<file path="src/rtl/boot_phase_bus_monitor_macros.svh">
// Assertion helpers for the boot phase bus monitor.
`ifndef BOOT_PHASE_BUS_MONITOR_MACROS_SVH
`define BOOT_PHASE_BUS_MONITOR_MACROS_SVH

// Same-cycle implication, disabled while reset is held.
`define BPBM_ASSERT_IMPL(label, ante, cons, msg) \
  label: assert property (@(posedge clk) disable iff (!rst_n) (ante) |-> (cons)) \
    else $error(msg);

// Next-cycle implication, disabled while reset is held.
`define BPBM_ASSERT_NEXT(label, ante, cons, msg) \
  label: assert property (@(posedge clk) disable iff (!rst_n) (ante) |=> (cons)) \
    else $error(msg);

`endif

</file>
<file path="src/rtl/bpbm_pkg.sv">
`default_nettype none
package bpbm_pkg;

  localparam int NumPhases = 9;

  // event kinds
  localparam logic [2:0] ActFetch = 3'd0;
  localparam logic [2:0] ActMemRd = 3'd1;
  localparam logic [2:0] ActMemWr = 3'd2;
  localparam logic [2:0] ActIoWr  = 3'd3;

  // phase bit positions
  localparam int PhResetVec  = 0;
  localparam int PhBiosEarly = 1;
  localparam int PhSlotProbe = 2;
  localparam int PhBiosDone  = 3;
  localparam int PhHandoff   = 4;
  localparam int PhColdstart = 5;
  localparam int PhBasicVecs = 6;
  localparam int PhVdp       = 7;
  localparam int PhCart      = 8;

  // fetch landmarks
  localparam logic [15:0] AddrResetVec  = 16'h0000;
  localparam logic [15:0] AddrBiosEarly = 16'h02D7;
  localparam logic [15:0] AddrBiosDone  = 16'h03F8;
  localparam logic [15:0] AddrHandoff   = 16'h2680;
  localparam logic [15:0] AddrColdstart = 16'h7C76;
  localparam logic [15:0] AddrVec0      = 16'h003B;
  localparam logic [15:0] AddrVec1      = 16'h003E;
  localparam logic [15:0] AddrVec2      = 16'h0069;
  localparam logic [15:0] AddrVec3      = 16'h006F;
  localparam logic [15:0] AddrCartScan  = 16'h7D75;

  // memory landmarks
  localparam logic [15:0] AddrHdrFirst  = 16'h4000;
  localparam logic [15:0] AddrHdrSecond = 16'h4001;
  localparam logic [15:0] AddrWorkArea  = 16'hFD9A;
  localparam logic [15:0] AddrTop       = 16'hFFFF;
  localparam logic [15:0] AddrBf00      = 16'hBF00;
  localparam logic [15:0] AddrFe00      = 16'hFE00;
  localparam logic [15:0] AddrHighRam   = 16'hC000;

  // I/O ports
  localparam logic [7:0] PortSlotSel = 8'hA8;
  localparam logic [7:0] PortPpiC    = 8'hAA;
  localparam logic [7:0] PortPpiCtl  = 8'hAB;
  localparam logic [7:0] PortVdpData = 8'h98;
  localparam logic [7:0] PortVdpCtl  = 8'h99;

  // header signature
  localparam logic [7:0] HdrByteA = 8'h41;
  localparam logic [7:0] HdrByteB = 8'h42;
  localparam logic [7:0] HdrReset = 8'hFF;

  localparam logic [4:0] LastNone    = 5'h1F;
  localparam logic [3:0] AreaNone    = 4'd0;
  localparam logic [3:0] AreaCartHdr = 4'd10;

  typedef logic [NumPhases-1:0] phase_mask_t;

  // decoded effect of one bus event
  typedef struct packed {
    phase_mask_t phase_set;
    logic        ppi_set;
    logic        wa_set;
    logic        hdr_first_ld;
    logic        hdr_second_ld;
  } evt_t;

  // result word, phase_bits in the lowest bits
  typedef struct packed {
    logic [6:0]  pad;
    logic [3:0]  failure_area;
    logic [7:0]  header_second;
    logic [7:0]  header_first;
    logic        header_ok;
    logic        workarea_seen;
    logic        ppi_seen;
    logic [3:0]  next_missing;
    logic [4:0]  last_phase;
    phase_mask_t phase_bits;
  } result_t;

  function automatic logic [4:0] highest_phase(phase_mask_t m);
    logic [4:0] r;
    r = LastNone;
    for (int i = 0; i < NumPhases; i++) begin
      if (m[i]) r = 5'(i);
    end
    return r;
  endfunction

  function automatic logic [3:0] lowest_missing(phase_mask_t m);
    logic [3:0] r;
    r = 4'(NumPhases);
    for (int i = NumPhases - 1; i >= 0; i--) begin
      if (!m[i]) r = 4'(i);
    end
    return r;
  endfunction

endpackage
`default_nettype wire

</file>
<file path="src/rtl/bpbm_decode.sv">
`default_nettype none
// Landmark match: turns one registered bus event into set/load strobes.
module bpbm_decode (
  input  wire logic [2:0]     action,
  input  wire logic [15:0]    address,
  input  wire logic           byte_ok,
  output bpbm_pkg::evt_t      evt
);

  logic [7:0] port;

  assign port = address[7:0];

  always_comb begin
    evt = '0;
    case (action)
      bpbm_pkg::ActFetch: begin
        if (address == bpbm_pkg::AddrResetVec)  evt.phase_set[bpbm_pkg::PhResetVec]  = 1'b1;
        if (address == bpbm_pkg::AddrBiosEarly) evt.phase_set[bpbm_pkg::PhBiosEarly] = 1'b1;
        if (address == bpbm_pkg::AddrBiosDone)  evt.phase_set[bpbm_pkg::PhBiosDone]  = 1'b1;
        if (address == bpbm_pkg::AddrHandoff)   evt.phase_set[bpbm_pkg::PhHandoff]   = 1'b1;
        if (address == bpbm_pkg::AddrColdstart) evt.phase_set[bpbm_pkg::PhColdstart] = 1'b1;
        if (address == bpbm_pkg::AddrVec0 || address == bpbm_pkg::AddrVec1 ||
            address == bpbm_pkg::AddrVec2 || address == bpbm_pkg::AddrVec3)
          evt.phase_set[bpbm_pkg::PhBasicVecs] = 1'b1;
        if (address == bpbm_pkg::AddrCartScan)  evt.phase_set[bpbm_pkg::PhCart]      = 1'b1;
      end
      bpbm_pkg::ActMemRd: begin
        if (address == bpbm_pkg::AddrHdrFirst || address == bpbm_pkg::AddrHdrSecond)
          evt.phase_set[bpbm_pkg::PhCart] = 1'b1;
        evt.hdr_first_ld  = byte_ok && (address == bpbm_pkg::AddrHdrFirst);
        evt.hdr_second_ld = byte_ok && (address == bpbm_pkg::AddrHdrSecond);
      end
      bpbm_pkg::ActMemWr: begin
        if (address == bpbm_pkg::AddrWorkArea) begin
          evt.wa_set                            = 1'b1;
          evt.phase_set[bpbm_pkg::PhColdstart] = 1'b1;
        end
        if (address == bpbm_pkg::AddrTop || address == bpbm_pkg::AddrBf00 ||
            address == bpbm_pkg::AddrFe00 || address >= bpbm_pkg::AddrHighRam)
          evt.phase_set[bpbm_pkg::PhSlotProbe] = 1'b1;
      end
      bpbm_pkg::ActIoWr: begin
        if (port == bpbm_pkg::PortPpiCtl || port == bpbm_pkg::PortSlotSel ||
            port == bpbm_pkg::PortPpiC) begin
          evt.ppi_set                           = 1'b1;
          evt.phase_set[bpbm_pkg::PhBiosEarly] = 1'b1;
          if (port == bpbm_pkg::PortSlotSel)
            evt.phase_set[bpbm_pkg::PhSlotProbe] = 1'b1;
        end else if (port == bpbm_pkg::PortVdpCtl || port == bpbm_pkg::PortVdpData) begin
          evt.phase_set[bpbm_pkg::PhVdp] = 1'b1;
        end
      end
      default: begin
        evt = '0;
      end
    endcase
  end

endmodule
`default_nettype wire

</file>
<file path="src/rtl/bpbm_track.sv">
`default_nettype none
// Sticky boot state plus the result register; both load on the same edge.
module bpbm_track (
  input  wire logic            clk,
  input  wire logic            rst_n,
  input  wire logic            load,
  input  wire bpbm_pkg::evt_t  evt,
  input  wire logic [7:0]      data_byte,
  output bpbm_pkg::result_t    res
);

  bpbm_pkg::phase_mask_t phase_r, phase_nxt;
  logic                  ppi_r, ppi_nxt;
  logic                  wa_r, wa_nxt;
  logic                  hok_r, hok_nxt;
  logic [7:0]            hfirst_r, hfirst_nxt;
  logic [7:0]            hsecond_r, hsecond_nxt;
  bpbm_pkg::result_t     res_r, res_nxt;
  logic [4:0]            last;

  always_comb begin
    phase_nxt   = phase_r | evt.phase_set;
    ppi_nxt     = ppi_r | evt.ppi_set;
    wa_nxt      = wa_r | evt.wa_set;
    hfirst_nxt  = evt.hdr_first_ld  ? data_byte : hfirst_r;
    hsecond_nxt = evt.hdr_second_ld ? data_byte : hsecond_r;
    hok_nxt     = hok_r ||
                  ((evt.hdr_first_ld || evt.hdr_second_ld) &&
                   hfirst_nxt == bpbm_pkg::HdrByteA && hsecond_nxt == bpbm_pkg::HdrByteB);
    last        = bpbm_pkg::highest_phase(phase_nxt);

    res_nxt               = '0;
    res_nxt.phase_bits    = phase_nxt;
    res_nxt.last_phase    = last;
    res_nxt.next_missing  = bpbm_pkg::lowest_missing(phase_nxt);
    res_nxt.ppi_seen      = ppi_nxt;
    res_nxt.workarea_seen = wa_nxt;
    res_nxt.header_ok     = hok_nxt;
    res_nxt.header_first  = hfirst_nxt;
    res_nxt.header_second = hsecond_nxt;
    if (last == bpbm_pkg::LastNone) begin
      res_nxt.failure_area = bpbm_pkg::AreaNone;
    end else if (last == 5'(bpbm_pkg::PhCart) && hok_nxt) begin
      res_nxt.failure_area = bpbm_pkg::AreaCartHdr;
    end else begin
      res_nxt.failure_area = last[3:0] + 4'd1;
    end
  end

  always_ff @(posedge clk) begin
    if (!rst_n) begin
      phase_r   <= '0;
      ppi_r     <= 1'b0;
      wa_r      <= 1'b0;
      hok_r     <= 1'b0;
      hfirst_r  <= bpbm_pkg::HdrReset;
      hsecond_r <= bpbm_pkg::HdrReset;
    end else if (load) begin
      phase_r   <= phase_nxt;
      ppi_r     <= ppi_nxt;
      wa_r      <= wa_nxt;
      hok_r     <= hok_nxt;
      hfirst_r  <= hfirst_nxt;
      hsecond_r <= hsecond_nxt;
    end
  end

  always_ff @(posedge clk) begin
    if (load) begin
      res_r <= res_nxt;
    end
  end

  assign res = res_r;

endmodule
`default_nettype wire

</file>
<file path="src/rtl/boot_phase_bus_monitor.sv">
// Boot phase bus monitor: watches a stream of bus events and reports boot progress.
// Input channel (in_*): one bus event per transfer. in_tuser carries the event kind
//   and the byte-ok flag, in_tdata the address and the data byte.
// Output channel (out_*): one result per event, taken after that event is applied:
//   sticky phase bits, highest seen phase, lowest missing phase, the PPI, work-area
//   and header flags, both latched header bytes and the failure-area code.
// Path: an accepted event is held in the event register, then the state update and
//   result register load in one pass; out_tvalid rises once the result is registered.
// Throughput: one event per clock; the pipeline is two registers deep, gated only
//   by out_tready.
// Stall: when out_tready is low the result holds and the event register fills; one
//   more event is taken, then in_tready drops until the result is taken.
// Reset (rst_n low, synchronous): both stages empty, phases and flags clear,
//   header bytes back to FFh.
`default_nettype none
module boot_phase_bus_monitor (
  input  wire logic        clk,
  input  wire logic        rst_n,
  input  wire logic        in_tvalid,
  output logic             in_tready,
  input  wire logic [23:0] in_tdata,   // address[15:0], data_byte[23:16]
  input  wire logic [3:0]  in_tuser,   // action[2:0], byte_ok[3]
  output logic             out_tvalid,
  input  wire logic        out_tready,
  // phase_bits[8:0], last_phase[13:9], next_missing[17:14], ppi_seen[18],
  // workarea_seen[19], header_ok[20], header_first[28:21], header_second[36:29],
  // failure_area[40:37], zero fill [47:41]
  output logic [47:0]      out_tdata
);

  `include "boot_phase_bus_monitor_macros.svh"

  // stage 1: registered event
  logic        ev_valid_r;
  logic [2:0]  ev_action_r;
  logic [15:0] ev_addr_r;
  logic [7:0]  ev_data_r;
  logic        ev_dvalid_r;

  // stage 2: result valid (payload lives in the tracker)
  logic        out_valid_r;

  logic        res_free;   // result register can take a new value
  logic        ev_fire;    // event moves into state and result
  logic        in_fire;

  bpbm_pkg::evt_t    evt;
  bpbm_pkg::result_t res;

  assign res_free  = !out_valid_r || out_tready;
  assign ev_fire   = ev_valid_r && res_free;
  assign in_tready = !ev_valid_r || res_free;
  assign in_fire   = in_tvalid && in_tready;

  always_ff @(posedge clk) begin
    if (!rst_n) begin
      ev_valid_r  <= 1'b0;
      out_valid_r <= 1'b0;
    end else begin
      if (in_tready) begin
        ev_valid_r <= in_tvalid;
      end
      if (res_free) begin
        out_valid_r <= ev_valid_r;
      end
    end
  end

  // event payload, no reset needed
  always_ff @(posedge clk) begin
    if (in_fire) begin
      ev_action_r <= in_tuser[2:0];
      ev_dvalid_r <= in_tuser[3];
      ev_addr_r   <= in_tdata[15:0];
      ev_data_r   <= in_tdata[23:16];
    end
  end

  bpbm_decode u_decode (
    .action     (ev_action_r),
    .address    (ev_addr_r),
    .byte_ok    (ev_dvalid_r),
    .evt        (evt)
  );

  bpbm_track u_track (
    .clk       (clk),
    .rst_n     (rst_n),
    .load      (ev_fire),
    .evt       (evt),
    .data_byte (ev_data_r),
    .res       (res)
  );

  assign out_tvalid = out_valid_r;
  assign out_tdata  = res;

  // an empty result stage must never block the input
  `BPBM_ASSERT_IMPL(a_ready_when_empty, !out_tvalid, in_tready, "input blocked with empty output")
  // an accepted event lands in the event register
  `BPBM_ASSERT_NEXT(a_event_held, in_tvalid && in_tready, ev_valid_r, "accepted event lost")
  // no phase seen means last_phase reads 1Fh (LastNone), and the reverse
  `BPBM_ASSERT_IMPL(a_last_none, out_tvalid,
    (res.last_phase == bpbm_pkg::LastNone) == (res.phase_bits == '0), "last_phase mismatch")
  // phase bits never clear once reported
  `BPBM_ASSERT_IMPL(a_phase_sticky, $past(out_tvalid) && $past(rst_n),
    (res.phase_bits & $past(res.phase_bits)) == $past(res.phase_bits), "phase bit cleared")

endmodule
`default_nettype wire
</file>
<file path="config.mk">
export PLATFORM = sky130hd
export DESIGN_NAME = boot_phase_bus_monitor
export DESIGN_NICKNAME = d
export VERILOG_FILES = /design/src/rtl/bpbm_pkg.sv /design/src/rtl/bpbm_decode.sv /design/src/rtl/bpbm_track.sv /design/src/rtl/boot_phase_bus_monitor.sv
export VERILOG_INCLUDE_DIRS = /design/src /design/src/rtl
export SDC_FILE = /design/constraint.sdc
export NUM_CORES = 1
export LEC_CHECK = 0
export BUFFER_PORTS_ARGS = -buffer_cell sky130_fd_sc_hd__buf_4
export CAP_MARGIN = 15
export CORE_MARGIN = 4
export CORE_UTILIZATION = 47
export CTS_BUF_LIST = sky130_fd_sc_hd__clkbuf_2 sky130_fd_sc_hd__clkbuf_4 sky130_fd_sc_hd__clkbuf_8
export DETAILED_ROUTE_END_ITERATION = 12
export PLACE_DENSITY = 0.75
export REMOVE_ABC_BUFFERS = 1
export SLEW_MARGIN = 20
export SYNTH_ARGS = -nofsm -noshare
export SYNTH_HDL_FRONTEND = slang
export SYNTH_HIERARCHICAL = 1
export SYNTH_SLANG_ARGS = --single-unit
</file>
<file path="constraint.sdc">
create_clock -name clk -period 8.51 [get_ports clk]
set_input_delay 0 -clock clk [delete_from_list [all_inputs] [get_ports clk]]
set_output_delay 0 -clock clk [all_outputs]
set_load 0.05 [all_outputs]
</file>
==> run summary <==
initial antenna violation count -> 0
Synth Area in XOR/XNOR -> 0.206%
CP Capture Type -> register
RSZ-0062 raised after global routing -> false
HPWL after DPL -> 5.85 mm
Comb pwr share -> 9.0%
worst hold path depth -> 2
# fillers -> 696
CP required -> 8.63 ns
top achievable clock speed -> 303 MHz
multiplexer share of the synthesized area -> 7.02%
row count -> 34
Port Buffers -> 74
DIE WIDTH -> 103 um
total number of vias -> 3056
Area after DPL -> 0.00488 mm2
MaxCap Viol Count -> 0
CP most frequent cell -> and3_1
max layer used -> met4
GPL Wtd Cong -> 0.882
Crit-path slowest cell -> and3_1
Cells after Synth -> 350
count of flip-flops with a built-in enable after synthesis -> 69
Final min period -> 3.30 ns
core footprint -> 0.00876 mm2
number of nets in the layout -> 491
Reg2Reg Capture Point -> u_track/res[39]
Power Dens Cells -> 176 mW/mm2
Worst R2R Setup Slack -> 5.21 ns
Max VDD drop -> 0.0828 mV
Internal Power -> 729 uW
Post-CTS Setup Repair Bufs -> 0
Synth area leaders -> edfxtp_1, dfxtp_1, mux2_2, mux2i_1, nor2_1
Adder-Cell Fraction of Synth Area -> 0.295%
first-pass GRT wire length -> 13.9 mm
Avg Cell Area, Syn -> 12.1 um2
total leakage power -> 0.00202 uW
Worst setup SP type -> register
Remaining Overflow, GRT -> 0
die area -> 0.0106 mm2
clk buf depth -> 2
crit-path cells -> nor4_1, and3_1, and4_1, and3_1, a21oi_1, nor4_2, nand3_2, a22o_1
routed wl met3 -> 553 um
post-synthesis simple-gate area fraction -> 18.7%
WP data arrival -> 3.42 ns
Hold/Removal Path Class -> in -> reg
DR WL/cell -> 15.1 um
fraction of layout cells with a size suffix above 1 -> 26.1%
HP Start -> in_tuser[2]
drt total wl -> 8.63 mm
main combinational cell family by area after synthesis -> simple AND/OR/NAND/NOR gates
FF-to-FF Start -> ev_addr_r[6]
Slew HR -> 40.2%
Total Neg Setup Slack -> 0 ns
clock sink total -> 99
crit share post-route -> 38.7%
number of buffers created by CTS -> 9
largest net degree at the start of global routing -> 72
antenna viol nets, final -> 0
Starting Density -> 48.4%
cell area after layout -> 0.00542 mm2
share of the yosys chip area belonging to registers -> 63.0%
Critical Path Sink -> u_track/res[39]
clk_lat worst skew -> 0.36 ns
Max FO, Critical Path -> 17
WL met2 -> 4.19 mm
flops & latches, synth -> 99
number of remaining DRC errors -> 0
Syn Std Cell Area -> 0.00424 mm2
top-count cell post-synth -> edfxtp_1
area leader, netlist -> edfxtp_1
fin util -> 61.8%
outcome -> finished, final reports clean
Clk network pwr share -> 34.2%
Post-synth top flop -> edfxtp_1
Syn-to-layout area delta -> 27.6%
Setup Skew -> 0.0133 ns
Total GRT Usage -> 16.9%
CTS tree -> built
Initial DRT Pass Iterations -> 5
H-tree levels -> 3
die height -> 103 um
Synth top area share -> 48.8%
Ys Warns -> 6
compound-gate portion of the synthesized area -> 6.84%
Final Hold Violating Endpoints -> 0
# diodes -> 0
critical path class -> reg -> reg
Vias/cell -> 5.35
slowest stage delay, CP -> 0.66 ns
FF-to-FF path depth -> 8
Seq pwr share -> 56.8%
initial DRC count -> 126
clock root buffer -> clkbuf_8
Psw -> 225 uW
Crit. path cell count -> 8
vias in the first global route -> 2887
clk slew on worst S/H paths -> 0.09 ns
I/O pin cnt -> 82
sw frac -> 23.6%
post-synth cell types -> 54
Finish-stage setup viols -> 0
commonest cells in the netlist -> edfxtp_1, nor2_1, dfxtp_1, nand2_1, a21oi_1
Worst Setup SP -> ev_addr_r[6]
Slew Limit Fails -> 0
DRT met1 WL -> 3.69 mm
worst-margin pin slew -> 0.898 ns
Buffers & Inverters on Critical Path -> 0
asr flop ratio synth -> 0%
family with the most delay on the worst path -> simple AND/OR/NAND/NOR gates
worst min-delay path by stage:
stage / end
after detailed placement: ev_addr_r[2]
after global placement: ev_addr_r[13]
after floorplan: u_track/hfirst_r[0]
after global routing: ev_addr_r[14]
after CTS: ev_addr_r[6]
final: ev_action_r[2]
flip-flops by register name, summed over array words and instances, names as in the netlist:
signal and cells:
ev_dvalid_r 1, u_track/phase_r 9, ev_valid_r 1, ev_action_r 3, u_track/wa_r 1, ev_addr_r 16, u_track/res 41, u_track/hfirst_r 8
u_track/ppi_r 1, u_track/hok_r 1, u_track/hsecond_r 8, ev_data_r 8, out_tvalid 1
through the flow:
step	worst slack [ns]	power, uW	cells	hold WS, ns
2_1_floorplan	3.99	597	339	0.0619
3_3_place_gp	5.22	626	523	0.178
3_5_place_dp	5.26	627	523	0.179
4_1_cts	5.24	961	571	0.332
5_1_grt	4.98	989	571	0.335
6_report	5.21	953	571	0.354
metal layers:
| layer | global-route usage [%] | vias up |
|---|---|---|
| met5 | 0 | - |
| met4 | 7.77 | 0 |
| met3 | 3.45 | 16 |
| met2 | 27.6 | 117 |
| met1 | 21.8 | 1430 |
| li1 | - | 1493 |
layout by cell type (no fill, tap or decap), types with 2 or more instances in the layout:
cell type and n:
dlygate4sd3_1 32, clkinv_1 2, o21ai_1 3, o21ai_0 6, or2_2 3, or3_1 2, conb_1 7, and4_1 3
and3_1 3, dfxtp_1 30, nand3_1 9, nand2_1 30, buf_4 76, nor4_1 7, nor3b_1 3, nor4_2 2
inv_6 2, nor2b_1 3, mux2i_1 14, clkbuf_8 9, a31oi_1 5, inv_1 17, edfxtp_1 69, nor4bb_1 3
nand2b_1 4, nor3_1 6, a21oi_1 18, nor2_1 36, mux2_2 14, a22o_1 2, o211ai_1 4, bufinv_16 2
or4b_1 2, nor2b_4 2, nand4_1 9, or3b_2 2
logic make-up (layout without fill, tap and decap cells):
logic type | after synthesis | after routing
AO/OA/AOI/OAI | 48 | 48
XOR/XNOR | 1 | 1
adder cells (fa/ha/maj) | 1 | 1
buffers and inverters | 34 | 141
flip-flops | 99 | 99
multiplexers | 28 | 28
other | 1 | 7
AND/OR/NAND/NOR | 138 | 138
power by group through the flow:
stage	registers, uW	clock network (uW)	logic (uW)
detailed placement	553	0	73.8
floorplan	569	0	28.3
global route	544	353	91.6
global placement	553	0	73.1
finish	542	326	85.6
CTS	542	333	85.5
final cells by class:
type | count | area (um2) | share of cell area [%]
sequential | 99 | 2670 | 49.4
multi-input combinational | 223 | 1440 | 26.6
timing repair buffer | 108 | 891 | 16.5
tap | 108 | 135 | 2.50
clock buffer | 9 | 124 | 2.29
clock inverter | 7 | 90.1 | 1.66
inverter | 17 | 63.8 | 1.18
repair_timing:
action / CTS / global route
setup endpoints to repair: 0 / 0
endpoints found under the hold margin: 46 / 0
hold buffers: 32 / 0
resized for setup: 0 / 0
No activity file was read; power rests on OpenSTA's default activity.
